===== src/hw/rtl/rfr_pkg.sv =====
// Shared constants, types and the CRC-16/CCITT-FALSE byte update for the
// request frame receiver. No dependencies.
package rfr_pkg;

    // Field tags, which double as parser phase codes
    localparam logic [2:0] PH_TYPE    = 3'd0;
    localparam logic [2:0] PH_ID      = 3'd1;
    localparam logic [2:0] PH_KEY     = 3'd2;
    localparam logic [2:0] PH_IV      = 3'd3;
    localparam logic [2:0] PH_LEN     = 3'd4;
    localparam logic [2:0] PH_PAYLOAD = 3'd5;
    localparam logic [2:0] PH_CRC     = 3'd6;

    // Result status codes
    localparam logic [1:0] ST_OK       = 2'd0;
    localparam logic [1:0] ST_CRC_BAD  = 2'd1;
    localparam logic [1:0] ST_TIMEOUT  = 2'd2;
    localparam logic [1:0] ST_TOO_LONG = 2'd3;

    // Input kinds carried on tuser
    localparam logic CMD_BYTE = 1'b0;
    localparam logic CMD_TICK = 1'b1;

    // Configuration register indexes
    localparam logic CFG_IDLE_TIMEOUT = 1'b0;
    localparam logic CFG_MAX_PAYLOAD  = 1'b1;

    localparam logic [15:0] IDLE_TIMEOUT_RST = 16'd10000;
    localparam logic [15:0] MAX_PAYLOAD_RST  = 16'd1024;
    localparam logic [15:0] CRC_INIT         = 16'hFFFF;
    localparam logic [15:0] CRC_POLY         = 16'h1021;

    localparam int ID_BYTES_DEF  = 16;
    localparam int KEY_BYTES_DEF = 32;
    localparam int IV_BYTES_DEF  = 16;

    localparam int TYPE_BYTES = 2;
    localparam int LEN_BYTES  = 4;

    localparam int TDATA_W = 48;

    typedef logic [15:0] word16_t;

    // One byte of CRC-16/CCITT-FALSE, MSB first
    function automatic word16_t crc16_byte(input word16_t crc_in, input logic [7:0] b);
        word16_t c;
        c = crc_in ^ {b, 8'h00};
        for (int i = 0; i < 8; i++) begin
            if (c[15]) begin
                c = {c[14:0], 1'b0} ^ CRC_POLY;
            end else begin
                c = {c[14:0], 1'b0};
            end
        end
        return c;
    endfunction

endpackage


===== src/hw/rtl/request_frame_receiver_crc16_unit.sv =====
// Top level of the length-prefixed request frame receiver with CRC-16 check.
// Depends on rfr_pkg (phase codes, status codes, CRC byte update).
//
//   channel  | direction | handshake              | payload
//   ---------+-----------+------------------------+-------------------------------
//   s_axis   | in        | tvalid/tready          | tdata rx_byte, tuser cmd
//   m_axis   | out       | tvalid/tready, tlast   | tdata byte/offset/len/status,
//            |           |                        | tuser field_tag
//   cfg      | in        | cfg_we (always taken)  | cfg_addr, cfg_wdata
//
// One transaction per cycle sustained while m_axis does not stall: a transaction
// sits in the input register, is parsed and CRC-updated in a single combinational
// pass, and its result, if it has one, lands in the result register that drives
// m_axis_tvalid.
// aresetn is synchronous, active low; it restarts the parser at the type field
// and restores the register defaults (timeout 10000 ms, max payload 1024).
// A stalled m_axis holds the result register and, through it, the input
// register; s_axis_tready drops only when both are full.
module request_frame_receiver_crc16_unit #(
    parameter int ID_BYTES  = rfr_pkg::ID_BYTES_DEF,
    parameter int KEY_BYTES = rfr_pkg::KEY_BYTES_DEF,
    parameter int IV_BYTES  = rfr_pkg::IV_BYTES_DEF
) (
    input  logic                       aclk,
    input  logic                       aresetn,

    input  logic                       s_axis_tvalid,
    output logic                       s_axis_tready,
    input  logic [7:0]                 s_axis_tdata,   // [7:0] rx_byte
    input  logic                       s_axis_tuser,   // [0] cmd

    output logic                       m_axis_tvalid,
    input  logic                       m_axis_tready,
    // [7:0] out_byte, [23:8] field_offset, [39:24] payload_len,
    // [41:40] status, [47:42] zero
    output logic [rfr_pkg::TDATA_W-1:0] m_axis_tdata,
    output logic [2:0]                 m_axis_tuser,   // [2:0] field_tag
    output logic                       m_axis_tlast,   // frame_end

    input  logic                       cfg_we,
    input  logic                       cfg_addr,
    input  logic [15:0]                cfg_wdata
);
    import rfr_pkg::*;

    localparam logic [16:0] ID_SIZE   = 17'(ID_BYTES);
    localparam logic [16:0] KEY_SIZE  = 17'(KEY_BYTES);
    localparam logic [16:0] IV_SIZE   = 17'(IV_BYTES);
    localparam logic [16:0] TYPE_CNT  = 17'(TYPE_BYTES);
    localparam logic [16:0] LEN_SIZE  = 17'(LEN_BYTES);

    // Configuration registers
    logic [15:0] idle_timeout_reg;
    logic [15:0] max_payload_reg;

    // Input register
    logic        in_valid_reg;
    logic        in_cmd_reg;
    logic [7:0]  in_byte_reg;

    // Parser state
    logic [2:0]  phase_reg,        phase_next;
    logic [15:0] byte_offset_reg,  byte_offset_next;
    logic [31:0] length_reg,       length_next;
    logic [15:0] crc_reg,          crc_next;
    logic [7:0]  crc_high_reg,     crc_high_next;
    logic [15:0] idle_count_reg,   idle_count_next;
    logic        started_reg,      started_next;

    // Result register
    logic        m_valid_reg;
    logic [7:0]  r_byte_reg,       r_byte_next;
    logic [2:0]  r_tag_reg;
    logic [15:0] r_offset_reg;
    logic [15:0] r_len_reg,        r_len_next;
    logic        r_end_reg,        r_end_next;
    logic [1:0]  r_status_reg,     r_status_next;
    logic        r_has_next;

    logic        out_free;
    logic        proc_fire;
    logic [16:0] off_inc;
    logic [16:0] hdr_size;
    logic [15:0] crc_upd;
    logic        restart;

    assign out_free      = !m_valid_reg || m_axis_tready;
    assign proc_fire     = in_valid_reg && out_free;
    assign s_axis_tready = !in_valid_reg || out_free;

    assign off_inc = {1'b0, byte_offset_reg} + 17'd1;
    assign crc_upd = crc16_byte(crc_reg, in_byte_reg);

    always_comb begin
        unique case (phase_reg)
            PH_TYPE: hdr_size = TYPE_CNT;
            PH_ID:   hdr_size = ID_SIZE;
            PH_KEY:  hdr_size = KEY_SIZE;
            PH_IV:   hdr_size = IV_SIZE;
            default: hdr_size = LEN_SIZE;
        endcase
    end

    // Parse one transaction from the input register
    always_comb begin
        phase_next       = phase_reg;
        byte_offset_next = byte_offset_reg;
        length_next      = length_reg;
        crc_next         = crc_reg;
        crc_high_next    = crc_high_reg;
        idle_count_next  = idle_count_reg;
        started_next     = started_reg;
        r_byte_next      = in_byte_reg;
        r_end_next       = 1'b0;
        r_status_next    = ST_OK;
        r_has_next       = 1'b0;
        restart          = 1'b0;

        if (in_cmd_reg == CMD_TICK) begin
            r_byte_next = 8'd0;
            if (started_reg) begin
                if (idle_count_reg != 16'hFFFF) begin
                    idle_count_next = idle_count_reg + 16'd1;
                end
                if (idle_count_next >= idle_timeout_reg) begin
                    r_has_next    = 1'b1;
                    r_end_next    = 1'b1;
                    r_status_next = ST_TIMEOUT;
                    restart       = 1'b1;
                end
            end
        end else begin
            r_has_next      = 1'b1;
            idle_count_next = 16'd0;
            started_next    = 1'b1;
            if (phase_reg <= PH_LEN) begin
                crc_next = crc_upd;
                if (phase_reg == PH_LEN) begin
                    length_next = {length_reg[23:0], in_byte_reg};
                end
                if (off_inc >= hdr_size) begin
                    byte_offset_next = 16'd0;
                    if (phase_reg == PH_LEN) begin
                        if (length_next > {16'd0, max_payload_reg}) begin
                            r_end_next    = 1'b1;
                            r_status_next = ST_TOO_LONG;
                            restart       = 1'b1;
                        end else if (length_next == 32'd0) begin
                            phase_next = PH_CRC;
                        end else begin
                            phase_next = PH_PAYLOAD;
                        end
                    end else begin
                        phase_next = phase_reg + 3'd1;
                    end
                end else begin
                    byte_offset_next = off_inc[15:0];
                end
            end else if (phase_reg == PH_PAYLOAD) begin
                crc_next = crc_upd;
                if ({15'd0, off_inc} >= length_reg) begin
                    byte_offset_next = 16'd0;
                    phase_next       = PH_CRC;
                end else begin
                    byte_offset_next = off_inc[15:0];
                end
            end else begin
                if (byte_offset_reg == 16'd0) begin
                    crc_high_next    = in_byte_reg;
                    byte_offset_next = 16'd1;
                end else begin
                    r_end_next    = 1'b1;
                    r_status_next = ({crc_high_reg, in_byte_reg} == crc_reg) ?
                                    ST_OK : ST_CRC_BAD;
                    restart       = 1'b1;
                end
            end
        end

        // Length as reported, saturated to 16 bits
        r_len_next = (length_next[31:16] != 16'd0) ? 16'hFFFF : length_next[15:0];

        if (restart) begin
            phase_next       = PH_TYPE;
            byte_offset_next = 16'd0;
            length_next      = 32'd0;
            crc_next         = CRC_INIT;
            crc_high_next    = 8'd0;
            idle_count_next  = 16'd0;
            started_next     = 1'b0;
        end
    end

    // Configuration writes
    always_ff @(posedge aclk) begin
        if (!aresetn) begin
            idle_timeout_reg <= IDLE_TIMEOUT_RST;
            max_payload_reg  <= MAX_PAYLOAD_RST;
        end else if (cfg_we) begin
            if (cfg_addr == CFG_IDLE_TIMEOUT) begin
                idle_timeout_reg <= cfg_wdata;
            end else begin
                max_payload_reg <= cfg_wdata;
            end
        end
    end

    // Input register: load on every accepted transaction, hold while stalled
    always_ff @(posedge aclk) begin
        if (!aresetn) begin
            in_valid_reg <= 1'b0;
        end else if (s_axis_tready) begin
            in_valid_reg <= s_axis_tvalid;
        end
    end

    always_ff @(posedge aclk) begin
        if (s_axis_tready && s_axis_tvalid) begin
            in_cmd_reg  <= s_axis_tuser;
            in_byte_reg <= s_axis_tdata;
        end
    end

    // Parser state: advance once per processed transaction
    always_ff @(posedge aclk) begin
        if (!aresetn) begin
            phase_reg       <= PH_TYPE;
            byte_offset_reg <= 16'd0;
            length_reg      <= 32'd0;
            crc_reg         <= CRC_INIT;
            crc_high_reg    <= 8'd0;
            idle_count_reg  <= 16'd0;
            started_reg     <= 1'b0;
        end else if (proc_fire) begin
            phase_reg       <= phase_next;
            byte_offset_reg <= byte_offset_next;
            length_reg      <= length_next;
            crc_reg         <= crc_next;
            crc_high_reg    <= crc_high_next;
            idle_count_reg  <= idle_count_next;
            started_reg     <= started_next;
        end
    end

    // Result register
    always_ff @(posedge aclk) begin
        if (!aresetn) begin
            m_valid_reg <= 1'b0;
        end else if (out_free) begin
            m_valid_reg <= proc_fire && r_has_next;
        end
    end

    always_ff @(posedge aclk) begin
        if (proc_fire && r_has_next) begin
            r_byte_reg   <= r_byte_next;
            r_tag_reg    <= phase_reg;
            r_offset_reg <= byte_offset_reg;
            r_len_reg    <= r_len_next;
            r_end_reg    <= r_end_next;
            r_status_reg <= r_status_next;
        end
    end

    assign m_axis_tvalid = m_valid_reg;
    assign m_axis_tdata  = {6'd0, r_status_reg, r_len_reg, r_offset_reg, r_byte_reg};
    assign m_axis_tuser  = r_tag_reg;
    assign m_axis_tlast  = r_end_reg;

`ifndef SYNTHESIS
    // With no frame under way the parser sits at the start of the type field
    a_idle_at_type: assert property (@(posedge aclk) disable iff (!aresetn)
        !started_reg |-> (phase_reg == PH_TYPE) && (byte_offset_reg == 16'd0))
        else $error("parser not at type field while no frame is in progress");

    // A frame end restores the CRC seed and the type phase
    a_end_restarts: assert property (@(posedge aclk) disable iff (!aresetn)
        (proc_fire && r_has_next && r_end_next) |=>
            (phase_reg == PH_TYPE) && (crc_reg == CRC_INIT) && !started_reg)
        else $error("frame end did not restart the parser");

    // Payload phase only with a nonzero 16-bit length
    a_payload_len: assert property (@(posedge aclk) disable iff (!aresetn)
        (phase_reg == PH_PAYLOAD) |->
            (length_reg[31:16] == 16'd0) && (length_reg[15:0] != 16'd0))
        else $error("payload phase with an out-of-range length");

    // A timeout abort carries a zero byte and ends the frame
    a_timeout_result: assert property (@(posedge aclk) disable iff (!aresetn)
        (m_valid_reg && (r_status_reg == ST_TIMEOUT)) |->
            r_end_reg && (r_byte_reg == 8'd0))
        else $error("timeout result without frame end or with data");

    // A processed transaction either hands its result on or has none
    a_no_overwrite: assert property (@(posedge aclk) disable iff (!aresetn)
        (m_valid_reg && !m_axis_tready) |-> !proc_fire)
        else $error("result register overwritten while stalled");
`endif

endmodule


===== config.mk =====
export PLATFORM = sky130hd
export DESIGN_NAME = request_frame_receiver_crc16_unit
export DESIGN_NICKNAME = d
export VERILOG_FILES = /design/src/hw/rtl/rfr_pkg.sv /design/src/hw/rtl/request_frame_receiver_crc16_unit.sv
export SDC_FILE = /design/constraint.sdc
export NUM_CORES = 1
export LEC_CHECK = 0
export ABC_AREA = 1
export ABC_CLOCK_PERIOD_IN_PS = 11230
export BUFFER_PORTS_ARGS = -buffer_cell sky130_fd_sc_hd__clkbuf_2
export CORE_MARGIN = 1.5
export CORE_UTILIZATION = 35
export DETAILED_ROUTE_END_ITERATION = 10
export HOLD_SLACK_MARGIN = 0.12
export SYNTH_ARGS = -nofsm -noshare
export SYNTH_HDL_FRONTEND = slang
export SYNTH_SLANG_ARGS = --single-unit
export TNS_END_PERCENT = 50

===== constraint.sdc =====
create_clock -name aclk -period 11.23 [get_ports aclk]
set_input_delay 2.246 -clock aclk [delete_from_list [all_inputs] [get_ports aclk]]
set_output_delay 2.246 -clock aclk [all_outputs]
set_load 0.005 [all_outputs]

Word level (Yosys, flattened, before mapping)
Index checks and enable logic that the tools add are counted.

word-level totals
  bits of input ports = 31
  output and inout port bits = 54
  register bits after elaboration = 181
  word-level logic and storage cells = 142

operators by class
  mux-type cells = 68
  reductions and logical operators = 24
  bitwise logic cells = 10
  $lt $le $gt $ge = 5
  $add $sub $neg = 3
  equality and inequality tests = 13

operators by type and width
  cell                     number
  $mux W16                 17
  $mux W32                 6
  $mux W13                 8
  $mux W8                  5
  $ge A17 B32 Y1           1
  $gt A32 B16 Y1           1
  $logic_not A32 Y1        1
  $mux W3                  8
  $not A3 Y3               8
  $pmux W6 S3              1
  $add A16 B1 Y17 const B  1
  $ge A17 B17 Y1           1
  $add A16 B1 Y16 const B  1
  $eq A16 B16 Y1           1
  $ge A16 B16 Y1           1
  $logic_not A16 Y1        1
  $mux W2                  8
  $ne A16 B16 Y1 const B   1
  $reduce_bool A16 Y1      1
  $xor A16 B16 Y16         1
  $mux W1                  15
  $reduce_and A2 Y1        4
  $eq A3 B2 Y1 const B     2
  $eq A3 B3 Y1 const B     2
  other kinds (20)         27

Logic depth before layout (Yosys ltp)
Gate-level depths: netlist (run 1).

  word-level depth = 21
  gate-level depth with buffers = 29
  depth with buffers taken out = 29

Worst setup path before layout (run 1)
Ideal clock, no wire load.

  path type = register -> register
  start point = register idle_count_reg[0]
  end point = register r_end_reg (netlist: m_axis_tlast), enable pin
  arrival time = 4325 ps
  library setup time = 428 ps
  clock period less this slack = 4754 ps
  path slack = 6476 ps
  stages on the path, launching flop included = 22
  required time = 10802 ps
  cells stage by stage = dfxtp_1 -> ha_1 -> inv_1 -> nor3_1 -> nand2_1 -> nor2_1 -> nand3_1 -> nor3_1 -> nor2_1 -> nand2_1 -> nor2_1 -> xor2_1 -> ha_1 -> nand2_1 -> nor2_1 -> nand2_1 -> o211ai_1 -> nand2_1 -> nand3_1 -> nand2_1 -> a21oi_1 -> clkbuf_1

on the way
  cells in the longest elaborated chain, start to end = 9
  elaborated cells on any way between the ends = 10
  those cells by class = add/sub: 1; order compare: 1; eq/ne: 1; mux: 6; reduce/logical: 1

RTL lines
  element                                            line                                                                                source
  start, declared                                    request_frame_receiver_crc16_unit.sv:67                                             logic [15:0] idle_count_reg, idle_count_next;
  start signal, assigned                             request_frame_receiver_crc16_unit.sv:240                                            idle_count_reg <= idle_count_next;
  $add A16 B1 Y16 or $ne A16 B16 Y1 (tied branches)  request_frame_receiver_crc16_unit.sv:123, request_frame_receiver_crc16_unit.sv:122
  $mux W16 *                                         request_frame_receiver_crc16_unit.sv:122                                            if (idle_count_reg != 16'hFFFF) begin
  $mux W16 *                                         request_frame_receiver_crc16_unit.sv:121                                            if (started_reg) begin
  $mux W16 *                                         request_frame_receiver_crc16_unit.sv:119                                            if (in_cmd_reg == CMD_TICK) begin
  $ge A16 B16 Y1 *                                   request_frame_receiver_crc16_unit.sv:125                                            if (idle_count_next >= idle_timeout_reg) begin
  $mux W1 *                                          request_frame_receiver_crc16_unit.sv:125
  $mux W1 *                                          request_frame_receiver_crc16_unit.sv:121
  $mux W1 *                                          request_frame_receiver_crc16_unit.sv:119
  $logic_and A1 B1 Y1 *                              request_frame_receiver_crc16_unit.sv:255                                            if (proc_fire && r_has_next) begin
  end signal, assigned                               request_frame_receiver_crc16_unit.sv:260                                            r_end_reg <= r_end_next;
  end, declared                                      request_frame_receiver_crc16_unit.sv:76                                             logic r_end_reg, r_end_next;

Mark *: on every way between the ends. The rest lies on a longest branch, timed or not. The select of a mux whose other input is x is not followed.
A chain may end at the register's enable or synchronous reset.

Worst setup path in the final report (run 1)
  start point = register idle_count_reg[0]
  end point = register phase_reg[0]

on the way
  cells in the longest elaborated chain, start to end = 10
  elaborated cells on any way between the ends = 16
  those cells by class = add/sub: 1; order compare: 1; eq/ne: 4; mux: 7; reduce/logical: 3

RTL lines
  element                                               line                                                                                source
  $add A16 B1 Y16 or $ne A16 B16 Y1 (tied branches)     request_frame_receiver_crc16_unit.sv:123, request_frame_receiver_crc16_unit.sv:122
  $mux W16 *                                            request_frame_receiver_crc16_unit.sv:122
  $mux W16 *                                            request_frame_receiver_crc16_unit.sv:121
  $mux W16 *                                            request_frame_receiver_crc16_unit.sv:119
  $ge A16 B16 Y1 *                                      request_frame_receiver_crc16_unit.sv:125
  $mux W1 *                                             request_frame_receiver_crc16_unit.sv:125
  $mux W1 *                                             request_frame_receiver_crc16_unit.sv:121
  $mux W1 *                                             request_frame_receiver_crc16_unit.sv:119
  $ne A4 B4 Y1 (no line), or another cell as far along  --
  $reduce_and A6 Y1 (no line)                           --
  end signal, assigned                                  request_frame_receiver_crc16_unit.sv:235                                            phase_reg <= phase_next;
  end, declared                                         request_frame_receiver_crc16_unit.sv:62                                             logic [2:0] phase_reg, phase_next;

Marks and branches as above.

==> flow_summary.toml, run 1 <==
[hold_path]
holdPathStages = 2
worstHoldStart = "max_payload_reg[6]"
holdPathEnd = "max_payload_reg[6]"
min_path_type = "reg -> reg"

[sta]
whs_ns = 0.468
tightest_slew_ns = 1.08
setup_viol = 0
rsz0062_at_grt = "no"
skew_ns = 0.0199
post-route-period-util_pct = 50.0
min_period_ns = 5.62
hold_viol = 0
tns_ns = 0
timing.fmax_ghz = 0.178
relSlewSlack_pct = 27.5
drv_slew = 0

[pwr]
p_switching_mw = 0.411
p_int_mw = 1.06
clkPwrFrac_pct = 39.3
combPwrFrac_pct = 12.1
irDropWorstVdd_mv = 0.0939
power.density_nw_per_um2 = 130
p_seq_share_pct = 48.6
netSwitchingFraction_pct = 27.9
p_leak_nw = 4.73
power_mw = 1.47

[yosys]
yosysSeqAreaShare_pct = 41.2
synth.area.top_cells = "dfxtp_1 (25%), edfxtp_1 (16%), nand2_1 (11%)"
yosys.area.top_type = "dfxtp_1"
synth_compound_area_share_pct = 15.8
synth-simple-area-share_pct = 23.3
yosys_most_used_dff = "dfxtp_1"
synthXorXnorAreaFrac_pct = 3.54
synth_top_area_share_pct = 24.9
muxShareOfSynthArea_pct = 0
avgSynthCellArea_um2 = 7.44
synth.most_common_cell = "nand2_1"
async_flop_share_pct = 0
syn_area_um2 = 10100
synthCells = 1362
ys_warn_count = 0
yosysUniqueCellTypes = 46
synth_top_family_by_area = "simple AND/OR/NAND/NOR gates"
ys_seq_elements = 181
synth_edf_count = 55
synthAdderAreaFrac_pct = 7.41
yosys-top-cells-count = "nand2_1 (308), a21oi_1 (160), inv_1 (154)"

[final_layout]
design_area_um2 = 11400
syn_to_final_growth_pct = 12.1
diodes = 0
largest_register_ffs = 32
drive_gt1_share_pct = 9.71
final_net_count = 1499

[cts]
clk_pin_slew_ns = 0.07
cts_buffer_depth = 2
htreeDepth = 4
cts_setup_buffers = 0
insertion_delay_ns = 0.44
cts_hold_buf = 0
cts.root.buffer_cell = "clkbuf_16"
cts.repair.resized = 0
cts_tree = "yes"
cts_buffers = 17
clock-sinks = 181

[setup_path]
r2r_cells = 28
crit_buf_inv = 4
cp_max_fo = 81
crit_slowest_cell = "buf_4"
cp.required_ns = 11.56
rrSetupSlack_ns = 5.61
slowest_delay_ns = 0.71
timing.rr.end = "phase_reg[0]"
timing.rr.start = "idle_count_reg[0]"
critPathMostFrequentCell = "nand2_1"
cp-end-kind = "register"
crit_type = "reg -> reg"
arrival_ns = 5.95
critical_path.top_delay_family = "simple AND/OR/NAND/NOR gates"
worstSetupStartpointType = "register"

[routing]
num_vias = 8990
route.detailed.drc = 0
drtIter0Drc = 747
drt-pass1-iter-count = 5
routed_wl_mm = 26.9
wl_per_cell_um = 14.9
drtAntennaViolNets = 0
routed_via_density = 4.98

[global_route]
antenna_found_initial = 0
gr-total-overflow = 0
grt_pass1_wl_mm = 43.2
first_global_vias = 8197
grt_max_degree = 82
track_usage_pct = 18.0

[place]
place_congestion = 0.896
dpl.hpwl_mm = 19.4
place_area_um2 = 10800
io_buffer_count = 78

[floorplan]
io_pins = 85
die_w_um = 173
dieArea_um2 = 30000
die_h_um = 173
initial_core_util_pct = 35.4
fp-row-count = 62
coreArea_um2 = 28600

[outcome]
outcome = "finished clean"

[flow_run]
cap_viol_max_count = 0
## power groups by stage
stage | combinational [mW] | sequential, mW | clock [mW]
6_report | 0.179 | 0.715 | 0.579
5_1_grt | 0.203 | 0.718 | 0.620
4_1_cts | 0.179 | 0.715 | 0.592
3_5_place_dp | 0.178 | 0.730 | 0
3_3_place_gp | 0.176 | 0.730 | 0
2_1_floorplan | 0.130 | 0.725 | 0
## through the flow
step / util [%] / std cells / setup slack [ns]
after floorplan: - / 1367 / 6.48
after global placement: 37.7 / 1773 / 5.75
after detailed placement: 37.7 / 1773 / 5.59
after CTS: 39.7 / 1805 / 5.58
after global routing: 39.7 / 1805 / 4.88
final: 39.7 / 1805 / 5.61
## routing by layer
metal  share of wire [%]  GRT usage, %  routed length [um]
met5                   0             0                   0
met4                 2.5          6.59                 669
met3                 4.3          2.70                1150
met2                  46          29.1               12300
met1                  48          24.5               12800
## cells by family after synthesis
kind of cell | Yosys count
compound gates | 308
other cells | 1
fa+ha+maj | 60
buf+inv | 221
xor+xnor | 41
simple gates | 550
flops | 181
## worst max path at each step
stage | startpoint | to | slack (ns) | cells after the start
after floorplan | idle_count_reg[0] | m_axis_tlast | 6.48 | 21
after global placement | m_axis_tready | phase_reg[1] | 5.75 | 14
after detailed placement | idle_count_reg[0] | phase_reg[1] | 5.59 | 28
after CTS | idle_count_reg[0] | phase_reg[1] | 5.58 | 28
after global routing | idle_count_reg[0] | phase_reg[0] | 4.88 | 28
final | idle_count_reg[0] | phase_reg[0] | 5.61 | 28
## worst reg2reg max path, delay by kind of cell, from the launching register on
family          cells  cell delay [ns]
fa+ha+maj           2             0.47
simple gates       19             2.78
buf+inv             4             1.51
compound gates      2             0.20
xor+xnor            1             0.15
flops               1             0.39
## layout by cell type (no fill, tap or decap), types with 2 or more instances in the layout
cell | Yosys | routed
nand2_1 | 308 | 308
a21oi_1 | 160 | 159
inv_1 | 154 | 154
dfxtp_1 | 126 | 126
o21ai_0 | 124 | 124
nor2_1 | 113 | 113
clkbuf_2 | 0 | 78
nand3_1 | 64 | 64
ha_1 | 60 | 60
edfxtp_1 | 55 | 55
xnor2_1 | 24 | 24
nand4_1 | 19 | 19
clkbuf_16 | 0 | 18
xor2_1 | 17 | 17
o211ai_1 | 13 | 13
nor3_1 | 10 | 10
nor4_1 | 10 | 10
nand2_2 | 9 | 9
buf_4 | 8 | 7
conb_1 | 1 | 6
clkinv_4 | 0 | 5
nor3b_1 | 3 | 3
inv_6 | 0 | 3
nor2_4 | 2 | 2
o21ai_1 | 2 | 2
inv_4 | 1 | 2
a31oi_1 | 2 | 2
clkinv_1 | 2 | 2
and3_1 | 2 | 2
nor3_4 | 2 | 2
clkbuf_1 | 42 | 2
## area by class of cell
class                   instances  area (um^2)
fillers                      3002        17300
multi-input cells             965         5110
flip-flops and latches        181         4170
inverters                     158          596
well taps                     384          480
clock inverters                11         88.8
clock buffers                  21          472
repair buffers                 85          443
Note: power is estimated with default switching activity, not from simulation.
==> run 2: changes to the inputs <==
ABC_CLOCK_PERIOD_IN_PS = 5800   (was 11230)
clock period = 5.8 ns   (was 11.23 ns; I/O delays follow)
==> run 2 against run 1 <==
Compared with the run above:
- cell area is 0.39% higher
- combinational power is 94% higher
- total power is 98% higher
- largest power group unchanged
==> flow_summary.toml, run 2 (same netlist as run 1, synthesis figures left out) <==
[routing]
met1Wirelength_mm = 12.7
routed_via_density = 4.96
drtIter0Drc = 827
num_vias = 8961
drt-pass1-iter-count = 6
drtAntennaViolNets = 0
met3WireLength_mm = 1.13
top_layer_used = "met4"
routed_wl_mm = 26.7
wl_per_cell_um = 14.8
met2_wirelength_mm = 12.6
route.detailed.drc = 0

[pwr]
irDropWorstVdd_mv = 0.175
power.density_nw_per_um2 = 255
p_leak_nw = 4.76

[sta]
setup_viol = 0
min_period_ns = 4.67
fin_ws_ns = 1.13
tns_ns = 0
rsz0062_at_grt = "no"
tightest_slew_ns = 1.03
timing.fmax_ghz = 0.214
relSlewSlack_pct = 31.2
hold_viol = 0
drv_slew = 0
skew_ns = 0.0166
post-route-period-util_pct = 80.6

[final_layout]
diodes = 0
syn_to_final_growth_pct = 12.5
largest_register_ffs = 32
final_cell_mix = "nand2_1 (308), a21oi_1 (159), inv_1 (154), dfxtp_1 (126), o21ai_0 (124)"
final_common_cell = "nand2_1"
drive_gt1_share_pct = 9.97
final_net_count = 1502
fillers = 2957

[cts]
htreeDepth = 4
clk_pin_slew_ns = 0.08
cts_setup_buffers = 0
clock-sinks = 181
cts_buffers = 17
cts.repair.resized = 0
cts_tree = "yes"
insertion_delay_ns = 0.44
cts_buffer_depth = 2
cts.root.buffer_cell = "clkbuf_16"
cts_hold_buf = 0

[floorplan]
coreArea_um2 = 28600
dieArea_um2 = 30000
fp-row-count = 62
die_h_um = 173
initial_core_util_pct = 35.4
io_pins = 85
die_w_um = 173

[hold_path]
min_path_type = "reg -> reg"

[setup_path]
crit_slowest_cell = "nand2_2"
crit_type = "reg -> reg"
cp.required_ns = 6.16
cp-end-kind = "register"
cp_max_fo = 67
arrival_ns = 5.03
slowest_delay_ns = 0.74
crit_chain = "inv_1 > ha_1 > nand2_2 > o21ai_0 > ha_1 > nand2_1 > nor3_1 > nand3_1 > nand2_1 > a21oi_1 > nand2_2 > nand2_2 > nand2_4 > inv_4 > nor3_4 > nand2_1 > a21oi_1"
worstSetupStartpointType = "register"

[global_route]
first_global_vias = 8310
gr-total-overflow = 0
antenna_found_initial = 0
grt_pass1_wl_mm = 43.4
track_usage_pct = 18.1
grt_max_degree = 68

[outcome]
outcome = "finished clean"

[place]
place_congestion = 0.877
io_buffer_count = 78
dpl.hpwl_mm = 19.8
place_worst_setup_slack_ns = 1.20

[flow_run]
cap_viol_max_count = 0
run 2: final cells by class:
class | count | area (um^2) | area share, %
inverter | 158 | 596 | 5.22
clock buffer | 18 | 429 | 3.76
timing repair buffer | 88 | 465 | 4.08
sequential | 181 | 4170 | 36.6
multi-input combinational | 965 | 5110 | 44.8
clock inverter | 14 | 153 | 1.34
tap | 384 | 480 | 4.21
run 2: final timing paths:
| check | slack (ns) | startpoint | cells past startpoint | endpoint |
|---|---|---|---|---|
| min reg2reg | 0.46 | idle_timeout_reg[1] | 2 | idle_timeout_reg[1] |
| max | 1.13 | phase_reg[0] | 17 | idle_count_reg[3] |
| min | 0.46 | idle_timeout_reg[1] | 2 | idle_timeout_reg[1] |
| max reg2reg | 1.13 | phase_reg[0] | 17 | idle_count_reg[3] |
run 2: through the flow:
step | hold slack, ns | utilization (%) | std cells | instance area (um^2) | power [mW]
after floorplan | 0.435 | - | 1367 | 10200 | 1.66
final | 0.462 | 39.8 | 1808 | 11400 | 2.91
after CTS | 0.467 | 39.8 | 1808 | 11400 | 2.94
after global placement | 0.457 | 37.8 | 1776 | 10800 | 1.75
after global routing | 0.483 | 39.8 | 1808 | 11400 | 3.04
after detailed placement | 0.455 | 37.8 | 1776 | 10800 | 1.76
run 2: critical path: cells and delay by family (launching register included):
kind,cells,cell delay (ns)
compound gates,3,0.62
simple gates,10,2.54
flops,1,0.45
fa+ha+maj,2,0.65
buf+inv,2,0.28
run 2: layer usage:
layer  vias to the layer above  global-route usage [%]
met5                         -                       0
met4                         0                    4.60
met3                        19                    2.73
met2                       200                    30.1
met1                      4159                    24.6
li1                       4583                       -
run 2: power breakdown:
group | switching [mW] | total, mW | internal (mW)
combinational | 0.234 | 0.348 | 0.114
clock | 0.565 | 1.18 | 0.616
sequential | 0.0345 | 1.38 | 1.35
==> run 3: changes to the inputs <==
ABC_CLOCK_PERIOD_IN_PS = 4800   (was 5800)
clock period = 4.8 ns   (was 5.8 ns; I/O delays follow)
==> run 3 against run 2 <==
Compared with the run above:
- clock power up 27%
- clock skew rose by 0.0025 ns
- wire length is 2.2% higher
- die area unchanged
- combinational power increased by 20%
- sequential power rose by 22%
- via count rose by 0.73%
- total power grew 23%
- highest routed layer unchanged
==> flow_summary.toml, run 3 (same netlist as run 1, synthesis figures left out) <==
[floorplan]
die_h_um = 173
die_w_um = 173
dieArea_um2 = 30000
coreArea_um2 = 28600
io_pins = 85
initial_core_util_pct = 35.4
fp-row-count = 62

[routing]
drtIter0Drc = 825
routed_via_density = 4.98
num_vias = 9026
drtAntennaViolNets = 0
wl_per_cell_um = 15.0
routed_wl_mm = 27.3
drt-pass1-iter-count = 8
route.detailed.drc = 0

[setup_path]
r2r_cells = 27
arrival_ns = 4.57
startpoint = "idle_count_reg[0]"
cp.required_ns = 5.13
crit_type = "reg -> reg"
cp_max_fo = 24
timing.rr.start = "idle_count_reg[0]"
cp_num_cells = 27
critical_path.top_delay_family = "simple AND/OR/NAND/NOR gates"
crit_buf_inv = 2
cp-end-kind = "register"
crit_slowest_cell = "dfxtp_1"
slowest_delay_ns = 0.40
worstSetupStartpointType = "register"

[pwr]
p_leak_nw = 4.81
power.density_nw_per_um2 = 312
power_mw = 3.59
irDropWorstVdd_mv = 0.188

[final_layout]
finalNonFillerCells = 1814
regArea_um2 = 4170
final_net_count = 1508
multi_input_area_um2 = 5110
final_util_pct = 40.2
fillers = 2973
final_common_cell = "nand2_1"
design_area_um2 = 11500
final_cell_mix = "nand2_1 (308), a21oi_1 (159), inv_1 (154), dfxtp_1 (126), o21ai_0 (124)"
syn_to_final_growth_pct = 13.6
drive_gt1_share_pct = 10.4
diodes = 0
largest_register_ffs = 32

[cts]
cts_buffer_depth = 2
clk_pin_slew_ns = 0.08
clock-sinks = 181
cts_hold_buf = 0
cts.root.buffer_cell = "clkbuf_16"
htreeDepth = 4
cts_buffers = 17
cts_tree = "yes"
insertion_delay_ns = 0.45

[global_route]
antenna_found_initial = 0
grt_max_degree = 60
gr-total-overflow = 0
grt_pass1_wl_mm = 44.6
track_usage_pct = 18.8
first_global_vias = 8469

[sta]
tightest_slew_ns = 0.840
whs_ns = 0.463
hold_viol = 0
rsz0062_at_grt = "no"
min_period_ns = 4.24
drv_slew = 0
post-route-period-util_pct = 88.4
setup_viol = 0
skew_ns = 0.0191
relSlewSlack_pct = 43.9
timing.fmax_ghz = 0.236
fin_ws_ns = 0.558
tns_ns = 0

[hold_path]
min_path_type = "reg -> reg"
holdPathStages = 2
worstHoldStart = "max_payload_reg[4]"

[flow_run]
cap_viol_max_count = 0

[outcome]
outcome = "finished clean"

[place]
dpl.hpwl_mm = 20.2
io_buffer_count = 78
place_area_um2 = 10900
place_congestion = 0.886
dp_cells = 1782
place_worst_setup_slack_ns = 0.615
run 3: final timing paths:
path,to,slack (ns)
max,phase_reg[1],0.56
min,max_payload_reg[4],0.46
max reg2reg,phase_reg[1],0.56
min reg2reg,max_payload_reg[4],0.46
run 3: where the power goes:
part           leakage [nW]  switching (mW)  internal [mW]
combinational          2.99           0.279          0.140
clock                 0.307           0.767          0.731
sequential             1.52          0.0447           1.63
total                  4.81            1.09           2.50
run 3: worst reg2reg max path, stage by stage (launching register included):
cell and delay, ns:
dfxtp_1 0.40, ha_1 0.17, inv_1 0.06, nor3_1 0.26
nand2_1 0.08, nor2_1 0.16, nand3_1 0.12, nor3_1 0.30
nor2_1 0.12, nand2_1 0.10, nor2_1 0.05, xor2_1 0.15
ha_1 0.30, nand2_1 0.06, nor2_1 0.14, nand2_1 0.07
o211ai_1 0.07, nand2_1 0.06, nand3_1 0.10, nand2_1 0.11
nand2_1 0.13, nand2_4 0.23, nand3_2 0.17, nand2_2 0.23
nor2_1 0.28, inv_1 0.08, nor2_1 0.09, nor2_1 0.05
run 3: area by class of cell:
cell class                      instances  area share, %
Tap cell                              384           4.17
Multi-Input combinational cell        965           44.4
Sequential cell                       181           36.3
Clock inverter                         15           1.86
Inverter                              158           5.17
Timing Repair Buffer                   94           4.43
Clock buffer                           17           3.70
run 3: timing repair:
action                                 in CTS  in global routing
setup endpoints to repair                   0                  1
endpoints found under the hold margin       0                  0
buffers inserted                            0                  0
resized for setup                           0                  1
run 3: routing by layer:
| layer | track usage [%] | wire (um) | up-vias |
|---|---|---|---|
| met5 | 0 | 0 | - |
| met4 | 6.38 | 565 | 0 |
| met3 | 2.81 | 1220 | 37 |
| met2 | 30.9 | 12700 | 241 |
| met1 | 25.1 | 12800 | 4136 |
| li1 | - | - | 4612 |
